--- src/rtl/core/ascii_hex_crc16_frame_builder_unit_defines.svh ---
// Assertion macros shared by the ASCII hex CRC-16 frame builder RTL.
// Included by every module that carries concurrent assertions; no other dependencies.
`ifndef ASCII_HEX_CRC16_FRAME_BUILDER_UNIT_DEFINES_SVH
`define ASCII_HEX_CRC16_FRAME_BUILDER_UNIT_DEFINES_SVH

// Same-cycle implication, checked at every rising edge outside reset.
`define AHCFB_ASSERT_NOW(name, clk_s, rst_s, ante, cons) \
  name: assert property (@(posedge clk_s) disable iff (rst_s) (ante) |-> (cons)) \
    else $error("frame builder assertion failed");

// Next-cycle implication, checked at every rising edge outside reset.
`define AHCFB_ASSERT_NEXT(name, clk_s, rst_s, ante, cons) \
  name: assert property (@(posedge clk_s) disable iff (rst_s) (ante) |=> (cons)) \
    else $error("frame builder assertion failed");

`endif

--- src/rtl/core/ahcfb_pkg.sv ---
// Shared types, constants and functions of the ASCII hex CRC-16 frame builder.
// Used by the front, queue, back and top-level modules; depends on nothing.
package ahcfb_pkg;

  localparam logic [15:0] CRC_INIT      = 16'hFFFF;
  localparam logic [15:0] CRC_POLY_REFL = 16'hA001;  // 0x8005 bit-reversed
  localparam logic [7:0]  CHAR_COLON    = 8'h3A;
  localparam logic [7:0]  CHAR_EQUAL    = 8'h3D;
  localparam int          QUEUE_DEPTH   = 2;

  // One classified payload byte, handed from the front to the back.
  typedef struct packed {
    logic [7:0]  data;
    logic        start;  // first byte of a frame: prefix with a colon
    logic        last;   // final byte: append the CRC and the closing mark
    logic [15:0] crc;    // CRC including this byte
  } job_t;

  // Character sequencer states of the back end.
  typedef enum logic [3:0] {
    ST_IDLE,
    ST_COLON,
    ST_HI,
    ST_LO,
    ST_CRC0,
    ST_CRC1,
    ST_CRC2,
    ST_CRC3,
    ST_EQUAL
  } step_t;

  // Reflected CRC-16 update over one byte, bit at a time.
  function automatic logic [15:0] crc16_byte(input logic [15:0] crc, input logic [7:0] b);
    logic [15:0] c;
    c = crc ^ {8'h00, b};
    for (int k = 0; k < 8; k++) begin
      c = c[0] ? ((c >> 1) ^ CRC_POLY_REFL) : (c >> 1);
    end
    return c;
  endfunction

  // Upper-case ASCII hex digit of a nibble.
  function automatic logic [7:0] hex_char(input logic [3:0] nib);
    return (nib < 4'd10) ? (8'h30 + {4'h0, nib}) : (8'h37 + {4'h0, nib});
  endfunction

endpackage

--- src/rtl/core/ahcfb_front.sv ---
// Front end of the frame builder: accepts payload beats, runs the CRC and frame state.
// Depends on ahcfb_pkg and the assertion macros header.
`include "ascii_hex_crc16_frame_builder_unit_defines.svh"

module ahcfb_front (
  input  logic              clk,
  input  logic              rst,
  input  logic              s_tvalid,
  output logic              s_tready,
  input  logic [7:0]        s_tdata,   // payload_byte
  input  logic              s_tlast,   // frame_last
  input  logic              q_full,
  output logic              q_push,
  output ahcfb_pkg::job_t   q_job
);

  logic [15:0] crc;
  logic        frame_open;
  logic [15:0] crc_upd;
  logic        accept;

  assign s_tready = !q_full;
  assign accept   = s_tvalid && s_tready;
  assign crc_upd  = ahcfb_pkg::crc16_byte(crc, s_tdata);

  assign q_push      = accept;
  assign q_job.data  = s_tdata;
  assign q_job.start = !frame_open;
  assign q_job.last  = s_tlast;
  assign q_job.crc   = crc_upd;

  always_ff @(posedge clk) begin
    if (rst) begin
      crc        <= ahcfb_pkg::CRC_INIT;
      frame_open <= 1'b0;
    end else if (accept) begin
      crc        <= s_tlast ? ahcfb_pkg::CRC_INIT : crc_upd;
      frame_open <= !s_tlast;
    end
  end

  `AHCFB_ASSERT_NEXT(a_front_close, clk, rst, accept && s_tlast, (crc == ahcfb_pkg::CRC_INIT) && !frame_open)
  `AHCFB_ASSERT_NEXT(a_front_open, clk, rst, accept && !s_tlast, frame_open)

endmodule

--- src/rtl/core/ahcfb_queue.sv ---
// Short job queue between the front and back ends of the frame builder.
// Depends on ahcfb_pkg and the assertion macros header.
`include "ascii_hex_crc16_frame_builder_unit_defines.svh"

module ahcfb_queue #(
  parameter int DEPTH = ahcfb_pkg::QUEUE_DEPTH  // two or more
) (
  input  logic            clk,
  input  logic            rst,
  input  logic            push,
  input  ahcfb_pkg::job_t wr_job,
  output logic            full,
  input  logic            pop,
  output logic            valid,
  output ahcfb_pkg::job_t rd_job
);

  localparam int PTR_W = (DEPTH > 1) ? $clog2(DEPTH) : 1;
  localparam int CNT_W = $clog2(DEPTH + 1);

  ahcfb_pkg::job_t    slots [DEPTH];
  logic [PTR_W-1:0]   wr_ptr;
  logic [PTR_W-1:0]   rd_ptr;
  logic [CNT_W-1:0]   count;

  assign full   = (count == CNT_W'(DEPTH));
  assign valid  = (count != '0);
  assign rd_job = slots[rd_ptr];

  always_ff @(posedge clk) begin
    if (push) begin
      slots[wr_ptr] <= wr_job;
    end
  end

  always_ff @(posedge clk) begin
    if (rst) begin
      wr_ptr <= '0;
      rd_ptr <= '0;
      count  <= '0;
    end else begin
      if (push) begin
        wr_ptr <= (wr_ptr == PTR_W'(DEPTH - 1)) ? '0 : wr_ptr + PTR_W'(1);
      end
      if (pop) begin
        rd_ptr <= (rd_ptr == PTR_W'(DEPTH - 1)) ? '0 : rd_ptr + PTR_W'(1);
      end
      case ({push, pop})
        2'b10:   count <= count + CNT_W'(1);
        2'b01:   count <= count - CNT_W'(1);
        default: count <= count;
      endcase
    end
  end

  `AHCFB_ASSERT_NOW(a_queue_bound, clk, rst, 1'b1, count <= CNT_W'(DEPTH))
  `AHCFB_ASSERT_NOW(a_queue_pop_nonempty, clk, rst, pop, valid)

endmodule

--- src/rtl/core/ahcfb_back.sv ---
// Back end of the frame builder: turns queued jobs into ASCII characters, one per beat.
// Depends on ahcfb_pkg and the assertion macros header.
`include "ascii_hex_crc16_frame_builder_unit_defines.svh"

module ahcfb_back (
  input  logic            clk,
  input  logic            rst,
  input  logic            q_valid,
  input  ahcfb_pkg::job_t q_job,
  output logic            q_pop,
  output logic            m_tvalid,
  input  logic            m_tready,
  output logic [7:0]      m_tdata,   // char_code
  output logic            m_tlast,   // run_last
  output logic            m_tuser    // frame_done
);

  ahcfb_pkg::step_t state;
  ahcfb_pkg::step_t state_next;
  ahcfb_pkg::job_t  job;
  logic             emit;
  logic             final_char;
  logic [7:0]       char_sel;
  logic             load_ok;

  assign load_ok = !m_tvalid || m_tready;

  always_comb begin
    state_next = state;
    q_pop      = 1'b0;
    emit       = 1'b0;
    final_char = 1'b0;
    char_sel   = ahcfb_pkg::CHAR_COLON;
    unique case (state)
      ahcfb_pkg::ST_IDLE: begin
        if (q_valid) begin
          q_pop      = 1'b1;
          state_next = q_job.start ? ahcfb_pkg::ST_COLON : ahcfb_pkg::ST_HI;
        end
      end
      default: begin
        case (state)
          ahcfb_pkg::ST_COLON: char_sel = ahcfb_pkg::CHAR_COLON;
          ahcfb_pkg::ST_HI:    char_sel = ahcfb_pkg::hex_char(job.data[7:4]);
          ahcfb_pkg::ST_LO:    char_sel = ahcfb_pkg::hex_char(job.data[3:0]);
          ahcfb_pkg::ST_CRC0:  char_sel = ahcfb_pkg::hex_char(job.crc[7:4]);
          ahcfb_pkg::ST_CRC1:  char_sel = ahcfb_pkg::hex_char(job.crc[3:0]);
          ahcfb_pkg::ST_CRC2:  char_sel = ahcfb_pkg::hex_char(job.crc[15:12]);
          ahcfb_pkg::ST_CRC3:  char_sel = ahcfb_pkg::hex_char(job.crc[11:8]);
          default:             char_sel = ahcfb_pkg::CHAR_EQUAL;
        endcase
        final_char = ((state == ahcfb_pkg::ST_LO) && !job.last) ||
                     (state == ahcfb_pkg::ST_EQUAL);
        if (load_ok) begin
          emit = 1'b1;
          if (final_char) begin
            if (q_valid) begin
              q_pop      = 1'b1;
              state_next = q_job.start ? ahcfb_pkg::ST_COLON : ahcfb_pkg::ST_HI;
            end else begin
              state_next = ahcfb_pkg::ST_IDLE;
            end
          end else begin
            unique case (state)
              ahcfb_pkg::ST_COLON: state_next = ahcfb_pkg::ST_HI;
              ahcfb_pkg::ST_HI:    state_next = ahcfb_pkg::ST_LO;
              ahcfb_pkg::ST_LO:    state_next = ahcfb_pkg::ST_CRC0;
              ahcfb_pkg::ST_CRC0:  state_next = ahcfb_pkg::ST_CRC1;
              ahcfb_pkg::ST_CRC1:  state_next = ahcfb_pkg::ST_CRC2;
              ahcfb_pkg::ST_CRC2:  state_next = ahcfb_pkg::ST_CRC3;
              ahcfb_pkg::ST_CRC3:  state_next = ahcfb_pkg::ST_EQUAL;
              default:             state_next = ahcfb_pkg::ST_IDLE;
            endcase
          end
        end
      end
    endcase
  end

  always_ff @(posedge clk) begin
    if (rst) begin
      state    <= ahcfb_pkg::ST_IDLE;
      m_tvalid <= 1'b0;
    end else begin
      state <= state_next;
      if (emit) begin
        m_tvalid <= 1'b1;
      end else if (m_tready) begin
        m_tvalid <= 1'b0;
      end
    end
  end

  always_ff @(posedge clk) begin
    if (q_pop) begin
      job <= q_job;
    end
    if (emit) begin
      m_tdata <= char_sel;
      m_tlast <= final_char;
      m_tuser <= (state == ahcfb_pkg::ST_EQUAL);
    end
  end

  `AHCFB_ASSERT_NOW(a_back_done_is_last, clk, rst, m_tvalid && m_tuser, m_tlast)
  `AHCFB_ASSERT_NOW(a_back_crc_on_last, clk, rst, state == ahcfb_pkg::ST_CRC0, job.last)

endmodule

--- src/rtl/core/ascii_hex_crc16_frame_builder_unit.sv ---
// Top level of the ASCII hex CRC-16 (MODBUS) transmit frame builder.
// Depends on ahcfb_pkg, ahcfb_front, ahcfb_queue, ahcfb_back.

// Each payload beat on the slave side becomes a run of ASCII character beats on
// the master side: a colon before the first byte of a frame, the byte as two
// upper-case hex digits (high nibble first), and, on the byte marked by s_tlast,
// the CRC-16/MODBUS low byte and then high byte as four hex digits and a closing
// equals sign. m_tlast marks the final character of each run and m_tuser marks the
// equals sign that ends a frame. The master side moves one character per cycle
// while m_tready is high and characters are pending: a byte inside a frame gives
// two characters, the first byte of a frame three, and the last byte seven (eight
// for a single-byte frame). The front end computes the CRC in the cycle a beat is
// accepted and hands the byte on through a short queue, so input beats keep
// arriving until the queue is full while earlier characters are still being sent.
// When the back end is idle, an accepted beat is written into the queue, popped
// into the back end's job register, and its first character then goes to m_tdata.

module ascii_hex_crc16_frame_builder_unit #(
  parameter int QUEUE_DEPTH = ahcfb_pkg::QUEUE_DEPTH  // two or more
) (
  input  logic       clk,
  input  logic       rst,
  input  logic       s_tvalid,
  output logic       s_tready,
  input  logic [7:0] s_tdata,   // [7:0] payload_byte
  input  logic       s_tlast,   // frame_last
  output logic       m_tvalid,
  input  logic       m_tready,
  output logic [7:0] m_tdata,   // [7:0] char_code
  output logic       m_tlast,   // run_last
  output logic       m_tuser    // [0] frame_done
);

  // Job path from the front end into the queue.
  logic            q_full;
  logic            q_push;
  ahcfb_pkg::job_t q_wr_job;

  // Job path from the queue into the back end.
  logic            q_valid;
  logic            q_pop;
  ahcfb_pkg::job_t q_rd_job;

  ahcfb_front u_front (
    .clk      (clk),
    .rst      (rst),
    .s_tvalid (s_tvalid),
    .s_tready (s_tready),
    .s_tdata  (s_tdata),
    .s_tlast  (s_tlast),
    .q_full   (q_full),
    .q_push   (q_push),
    .q_job    (q_wr_job)
  );

  ahcfb_queue #(
    .DEPTH (QUEUE_DEPTH)
  ) u_queue (
    .clk    (clk),
    .rst    (rst),
    .push   (q_push),
    .wr_job (q_wr_job),
    .full   (q_full),
    .pop    (q_pop),
    .valid  (q_valid),
    .rd_job (q_rd_job)
  );

  // The back end holds its own output register, so a stalled master side only
  // fills the queue and never loses a character.
  ahcfb_back u_back (
    .clk      (clk),
    .rst      (rst),
    .q_valid  (q_valid),
    .q_job    (q_rd_job),
    .q_pop    (q_pop),
    .m_tvalid (m_tvalid),
    .m_tready (m_tready),
    .m_tdata  (m_tdata),
    .m_tlast  (m_tlast),
    .m_tuser  (m_tuser)
  );

endmodule

--- config.mk ---
export PLATFORM = sky130hd
export DESIGN_NAME = ascii_hex_crc16_frame_builder_unit
export DESIGN_NICKNAME = d
export VERILOG_FILES = /design/src/rtl/core/ahcfb_pkg.sv /design/src/rtl/core/ahcfb_front.sv /design/src/rtl/core/ahcfb_queue.sv /design/src/rtl/core/ahcfb_back.sv /design/src/rtl/core/ascii_hex_crc16_frame_builder_unit.sv
export VERILOG_INCLUDE_DIRS = /design/src /design/src/rtl/core
export SDC_FILE = /design/constraint.sdc
export NUM_CORES = 1
export LEC_CHECK = 0
export ABC_AREA = 1
export BUFFER_PORTS_ARGS = -buffer_cell sky130_fd_sc_hd__buf_2
export CAP_MARGIN = 20
export CORE_UTILIZATION = 35
export CTS_BUF_LIST = sky130_fd_sc_hd__clkbuf_16
export DETAILED_ROUTE_END_ITERATION = 16
export GPL_ROUTABILITY_DRIVEN = 0
export MAX_ROUTING_LAYER = met4
export SLEW_MARGIN = 20
export SYNTH_ARGS = -nofsm -noshare
export SYNTH_HDL_FRONTEND = slang
export SYNTH_SLANG_ARGS = --single-unit
--- constraint.sdc ---
create_clock -name clk -period 5.9 [get_ports clk]
set_input_delay 0.885 -clock clk [delete_from_list [all_inputs] [get_ports clk]]
set_output_delay 0.885 -clock clk [all_outputs]
set_load 0.005 [all_outputs]
; Yosys cells after proc, flatten, opt, wreduce, memory -nomap -nowiden
; Memory sizes are Yosys's and may differ from the RTL's. A register that Yosys moved wholly into a read port is not among the register bits.
; Cells that the tools add are included.
[word_totals]
ff_bits = 61
ramBits = 52
inputBits = 13
n_memories = 1
[op_classes]
addsub = 16
order_cmp = 6
eq_ne = 12
mux = 38
bitwise_logic = 9
n_reduce_logical = 15
[memory_table]
columns = memory, words, width, read_ports, rd_ports_with_merged_regs, write_ports, line_no
row1 = u_queue.slots, 2, 26, 1, 1, 1, ahcfb_queue.sv:21  ; ahcfb_pkg::job_t slots [DEPTH];
[ops]
columns = cell, n
row1 = $mux 16, 9
row2 = $add 6x4->7 const A, 12
row3 = $pmux 8 s7, 1
row4 = $mux 8, 6
row5 = $pmux 4 s7, 1
row6 = $lt 4x4->1 const B, 6
row7 = $not 2->3, 8
row8 = $mux 4, 5
row9 = $eq 4x3->1 const B, 4
row10 = $xor 16x8->16, 1
row11 = $mux 1, 14
row12 = $eq 4x2->1 const B, 2
row13 = $reduce_bool 2->1, 4
row14 = $logic_not 1->1, 5
row15 = $eq 2x2->1 const B, 2
row16 = $eq 4x1->1 const B, 1
row17 = $eq 4x4->1 const B, 1
row18 = $logic_not 4->1, 1
row19 = $pmux 2 s2, 1
row20 = $add 1x1->1 const B, 2
row21 = $add 2x1->2 const B, 1
row22 = $eq 2x1->1 const B, 1
row23 = $logic_and 1x1->1, 2
row24 = $logic_or 1x1->1, 2
row25 = 4 further kinds, 4

; Depth between registers and ports, before layout
[logic_depth]
ltp_word = 18
ltp_mapped = 16

; By module
; Synthesis repeated with hierarchy kept, for this count alone.
[unflattened]
cells_unflattened = 552
hier_area_um2 = 5590.4
[by_module_without_submodules]
columns = module, n_inst, cells_per_inst, area_each_um2, seq_area_each_um2
row1 = ahcfb_back, 1, 282, 2284.7, 1121.1
row2 = ahcfb_queue, 1, 114, 2205.9, 1661.6
row3 = ahcfb_front, 1, 156, 1099.8, 340.3

; Worst setup path before layout
; OpenSTA, ideal clock, no wires.
[synth_path]
path_type = input-to-reg
startpoint = input m_tready
endpoint = register u_queue.count[1]
arrival_ps = 2653
required_ps = 5830
setup_slack_ps = 3177
stages = 6
n_path_buf = 0
path_cell_list = nor2_1 o31ai_4 ha_1 nor3b_1 o21ai_0 a21oi_1
[synth_between]
elab_chain_cells = 5
[synth_lines]
columns = element, line_no
row1 = from (decl), ascii_hex_crc16_frame_builder_unit.sv:28  ; input logic m_tready,
row2 = $logic_or 1x1->1 (*), ahcfb_back.sv:26  ; assign load_ok = !m_tvalid || m_tready;
row3 = $mux 1 (*), ahcfb_back.sv:54  ; if (load_ok) begin
row4 = $mux 1 (*), ahcfb_back.sv:34  ; unique case (state)
row5 = $eq 2x1->1 or $eq 2x2->1 (tied branches), ahcfb_queue.sv:48  ; case ({push, pop})
row6 = $pmux 2 s2 or $reduce_bool 2->1 (tied branches), n/a
row7 = to (signal assigned), ahcfb_queue.sv:49  ; 2'b10: count <= count + CNT_W'(1);
row8 = to (signal assigned), ahcfb_queue.sv:50  ; 2'b01: count <= count - CNT_W'(1);
row9 = to (signal assigned), ahcfb_queue.sv:51  ; default: count <= count;
row10 = to (decl), ahcfb_queue.sv:24  ; logic [CNT_W-1:0] count;
; Mark *: on every way between the ends. The rest lies on a longest branch, timed or not.
; A chain may end at the register's enable or synchronous reset.

; Worst setup path in the final report
[layout_path]
startpoint = register u_back.state[1]
endpoint = register u_queue.count[1]
[layout_between]
elab_chain_cells = 8
[layout_lines]
columns = element, line_no
row1 = from (decl), ahcfb_back.sv:18  ; ahcfb_pkg::step_t state;
row2 = from (signal assigned), ahcfb_back.sv:82  ; state <= ahcfb_pkg::ST_IDLE;
row3 = from (signal assigned), ahcfb_back.sv:85  ; state <= state_next;
row4 = $eq 4x2->1, ahcfb_back.sv:52  ; final_char = ((state == ahcfb_pkg::ST_LO) && !job.last) ||
row5 = $logic_and 1x1->1, ahcfb_back.sv:52
row6 = $logic_or 1x1->1, ahcfb_back.sv:52
row7 = $mux 1, ahcfb_back.sv:56  ; if (final_char) begin
row8 = $mux 1, ahcfb_back.sv:54
row9 = $mux 1 (*), ahcfb_back.sv:34
row10 = $eq 2x1->1 or $eq 2x2->1 (tied branches), ahcfb_queue.sv:48
row11 = $pmux 2 s2 or $reduce_bool 2->1 (tied branches), n/a
; Marks and branches as above.

==> flow_summary_export.csv <==
group,metric,value,unit
floorplan,core,14100,um2
run_status,status,"finished, final reports clean",
critical_path,cp-end-kind,"register",
cts,post_cts_buffers,0,
global_route,grt_max_degree,30,
yosys,synth_flop_cell,"edfxtp_1",
critical_path,crit_path_max_fanout,29,
critical_path,critPathKind,"reg -> reg",
critical_path,r2r_slack,3.38,ns
critical_path,crit_start,"u_back.state[1]",
critical_path,timing.rr.start,"u_back.state[1]",
timing,rsz0062_at_grt,"no",
cts,cts_buffer_depth,2,
global_route,track_usage,15.0,%
layout,nNetsFinal,514,
yosys,synthTopCellsByArea,"edfxtp_1 (50%), dfxtp_1 (11%), mux2_2 (5.5%), nand2_1 (5.1%), inv_1 (4.5%)",
cts,ctsResizeCount,0,
yosys,yosysTopAreaCell,"edfxtp_1",
route,route.vias.total,3348,
yosys,synth_commonest_cells,"edfxtp_1 (86), nand2_1 (69), inv_1 (61)",
cts,htree_levels,4,
layout,multi_input_area,1720,um2
yosys,synth_top_area_share,50.4,%
timing,fin_setup_tns,0,ns
floorplan,die_w,123,um
layout,ff_latch_area,3120,um2
yosys,synth_mux_area_share,5.50,%
yosys,yosysMostFrequentCell,"edfxtp_1",
critical_path,critPathArrivalTime,2.86,ns
route,drt-total-wl,9.97,mm
global_route,grt_pass1_vias,3246,
floorplan,io-pin-count,25,
yosys,syn-instance-count,457,
critical_path,r2r_end,"u_queue.count[1]",
timing,skew,0.00416,ns
yosys,async_flop_share,0,%
yosys,syn_avg_cell_area,11.2,um2
layout,drive_gt1_share,23.3,%
placement,io_buffer_count,23,
yosys,synth_edf_count,86,
yosys,ys_seq_elements,113,
yosys,synth-xor-area-share,3.52,%
timing,worst_hold_slack,0.468,ns
timing,tightest_slew,0.910,ns
yosys,synth_simple_gate_area_share,13.7,%
cts,cts_tree,"yes",
route,drtIter0Drc,221,
placement,hpwl,7.18,mm
power,p_per_area,507,nW/um2
timing,slew_headroom,39.1,%
yosys,synthesis.area,5120,um2
layout,area_growth,18.0,%
cts,ctsHoldBuffers,0,
timing,hold_viol_final,0,
global_route,grt_overflow,0,
critical_path,endpoint,"u_queue.count[1]",
layout,diodes,0,
timing,drv_slew,0,
floorplan,die_h,123,um
global_route,grt_pass1_wl,16.0,mm
yosys,synth_fa_ha_area_share,1.71,%
yosys,synth_top_family_by_area,"simple AND/OR/NAND/NOR gates",
yosys,synth.distinct_cells,39,
timing,min_period_over_period,42.7,%
route,drc,0,
cts,cts_buffers,17,
layout,nFillCells,1322,
yosys,synth_warnings,0,
route,detail_route.wl_per_cell,14.5,um
power,vdd_drop_max,0.000189,V
min_path,hp-class,"reg -> reg",
cts,clkLatencyLatePin,0.41,ns
floorplan,design.die.area,15100,um2
power,leakagePower,2.33,nW
yosys,yosysSeqAreaShare,61.0,%
critical_path,critPathLaunchType,"register",
timing,setup_viol,0,
yosys,synth_compound_area_share,9.04,%
cts,clockRootBuffer,"clkbuf_16",
critical_path,cp.required,6.24,ns
global_route,antenna_found_initial,0,
job,max-cap-violations,0,
floorplan,initial_core_util,36.3,%
floorplan,floorplan.rows,43,
critical_path,reg2reg_depth,11,
route,antenna_left,0,
cts,cts_num_sinks,113,
route,vias_per_cell,4.87,
yosys,synth_nets,477,
cts,clk_pin_slew,0.05,ns
timing,min_period,2.52,ns
route,first_pass_iters,5,
timing,max_freq,397,MHz
[routing by layer]
metal / up-vias / routed length (um) / global-route usage [%]
met3: 15 / 378 / 4.43
met1: 1586 / 4680 / 17.6
met2: 72 / 4730 / 23.1
met5: - / 0 / -
li1: 1675 / - / -
met4: 0 / 184 / 7.85
[worst max-delay path, stage by stage, from the launching register on]
cell and delay [ns]:
dfxtp_1 0.45, nand2_2 0.14, nor2_4 0.18, inv_2 0.08, o22ai_4 0.15, inv_2 0.09, o31ai_4 0.17, buf_4 0.35
ha_1 0.33, nor3b_1 0.24, o21ai_0 0.11, a21oi_1 0.15
[cell usage in the layout, fill, tap and decap left out, types with 7 or more instances in the layout]
master / n
edfxtp_1: 86
nand2_1: 69
inv_1: 61
dfxtp_1: 26
mux2_2: 25
nand3_1: 23
buf_2: 23
nor2_1: 21
a21oi_1: 21
o21ai_0: 18
o22ai_1: 18
clkbuf_16: 17
xor2_1: 12
nand2_2: 10
ha_1: 7
[registers in the layout, summed over array words and instances, names as in the netlist, named ones only]
| name | cells |
|---|---|
| u_queue.rd_ptr | 1 |
| u_back.m_tvalid | 1 |
| u_queue.wr_ptr | 1 |
| u_front.frame_open | 1 |
| u_queue.slots | 52 |
| u_back.state | 4 |
| u_front.crc | 16 |
| u_back.m_tlast | 1 |
| u_back.m_tdata | 7 |
| u_queue.count | 2 |
| u_back.job | 25 |
| u_back.m_tuser | 1 |
[logic make-up (layout without fill, tap and decap cells)]
kind of cell	count (synthesis)	in the layout
multiplexers	25	25
AO/OA/AOI/OAI	73	73
XOR/XNOR	18	18
buffers and inverters	74	124
flip-flops	113	113
other	1	1
adder cells (fa/ha/maj)	7	7
AND/OR/NAND/NOR	146	146
[metrics by stage]
step | power, mW | std cells | util, % | instance area (um2) | setup slack, ns
6_report | 3.06 | 687 | 42.9 | 6040 | 3.38
5_1_grt | 3.24 | 687 | 42.9 | 6040 | 3.17
4_1_cts | 3.09 | 687 | 42.9 | 6040 | 3.37
3_5_place_dp | 2.08 | 655 | 38.7 | 5460 | 3.32
3_3_place_gp | 2.04 | 655 | 38.7 | 5460 | 3.36
2_1_floorplan | 1.83 | 457 | - | 5120 | 3.18
[report_power, final]
group,switching [mW],internal (mW),total [mW]
registers,0.124,1.14,1.26
clock network,0.377,0.624,1.00
logic,0.510,0.291,0.802
total,1.01,2.05,3.06
[how the worst min path moves through the flow]
stage | startpoint | end | slack [ns] | cells past startpoint
3_5_place_dp | u_queue.rd_ptr | u_queue.rd_ptr | 0.46 | 1
2_1_floorplan | u_queue.rd_ptr | register | 0.43 | 1
5_1_grt | u_front.frame_open | u_front.frame_open | 0.48 | 2
3_3_place_gp | u_queue.rd_ptr | register | 0.44 | 1
4_1_cts | u_queue.rd_ptr | u_queue.rd_ptr | 0.47 | 1
6_report | u_front.frame_open | u_front.frame_open | 0.47 | 2
[cell type report]
class / instances / share of cell area (%)
sequential: 113 / 51.7
multi-input combinational: 270 / 28.5
clock buffer: 17 / 7.04
inverter: 66 / 4.10
tap: 180 / 3.73
clock inverter: 15 / 2.65
timing repair buffer: 26 / 2.28
Power figures use the tool's default switching activity.
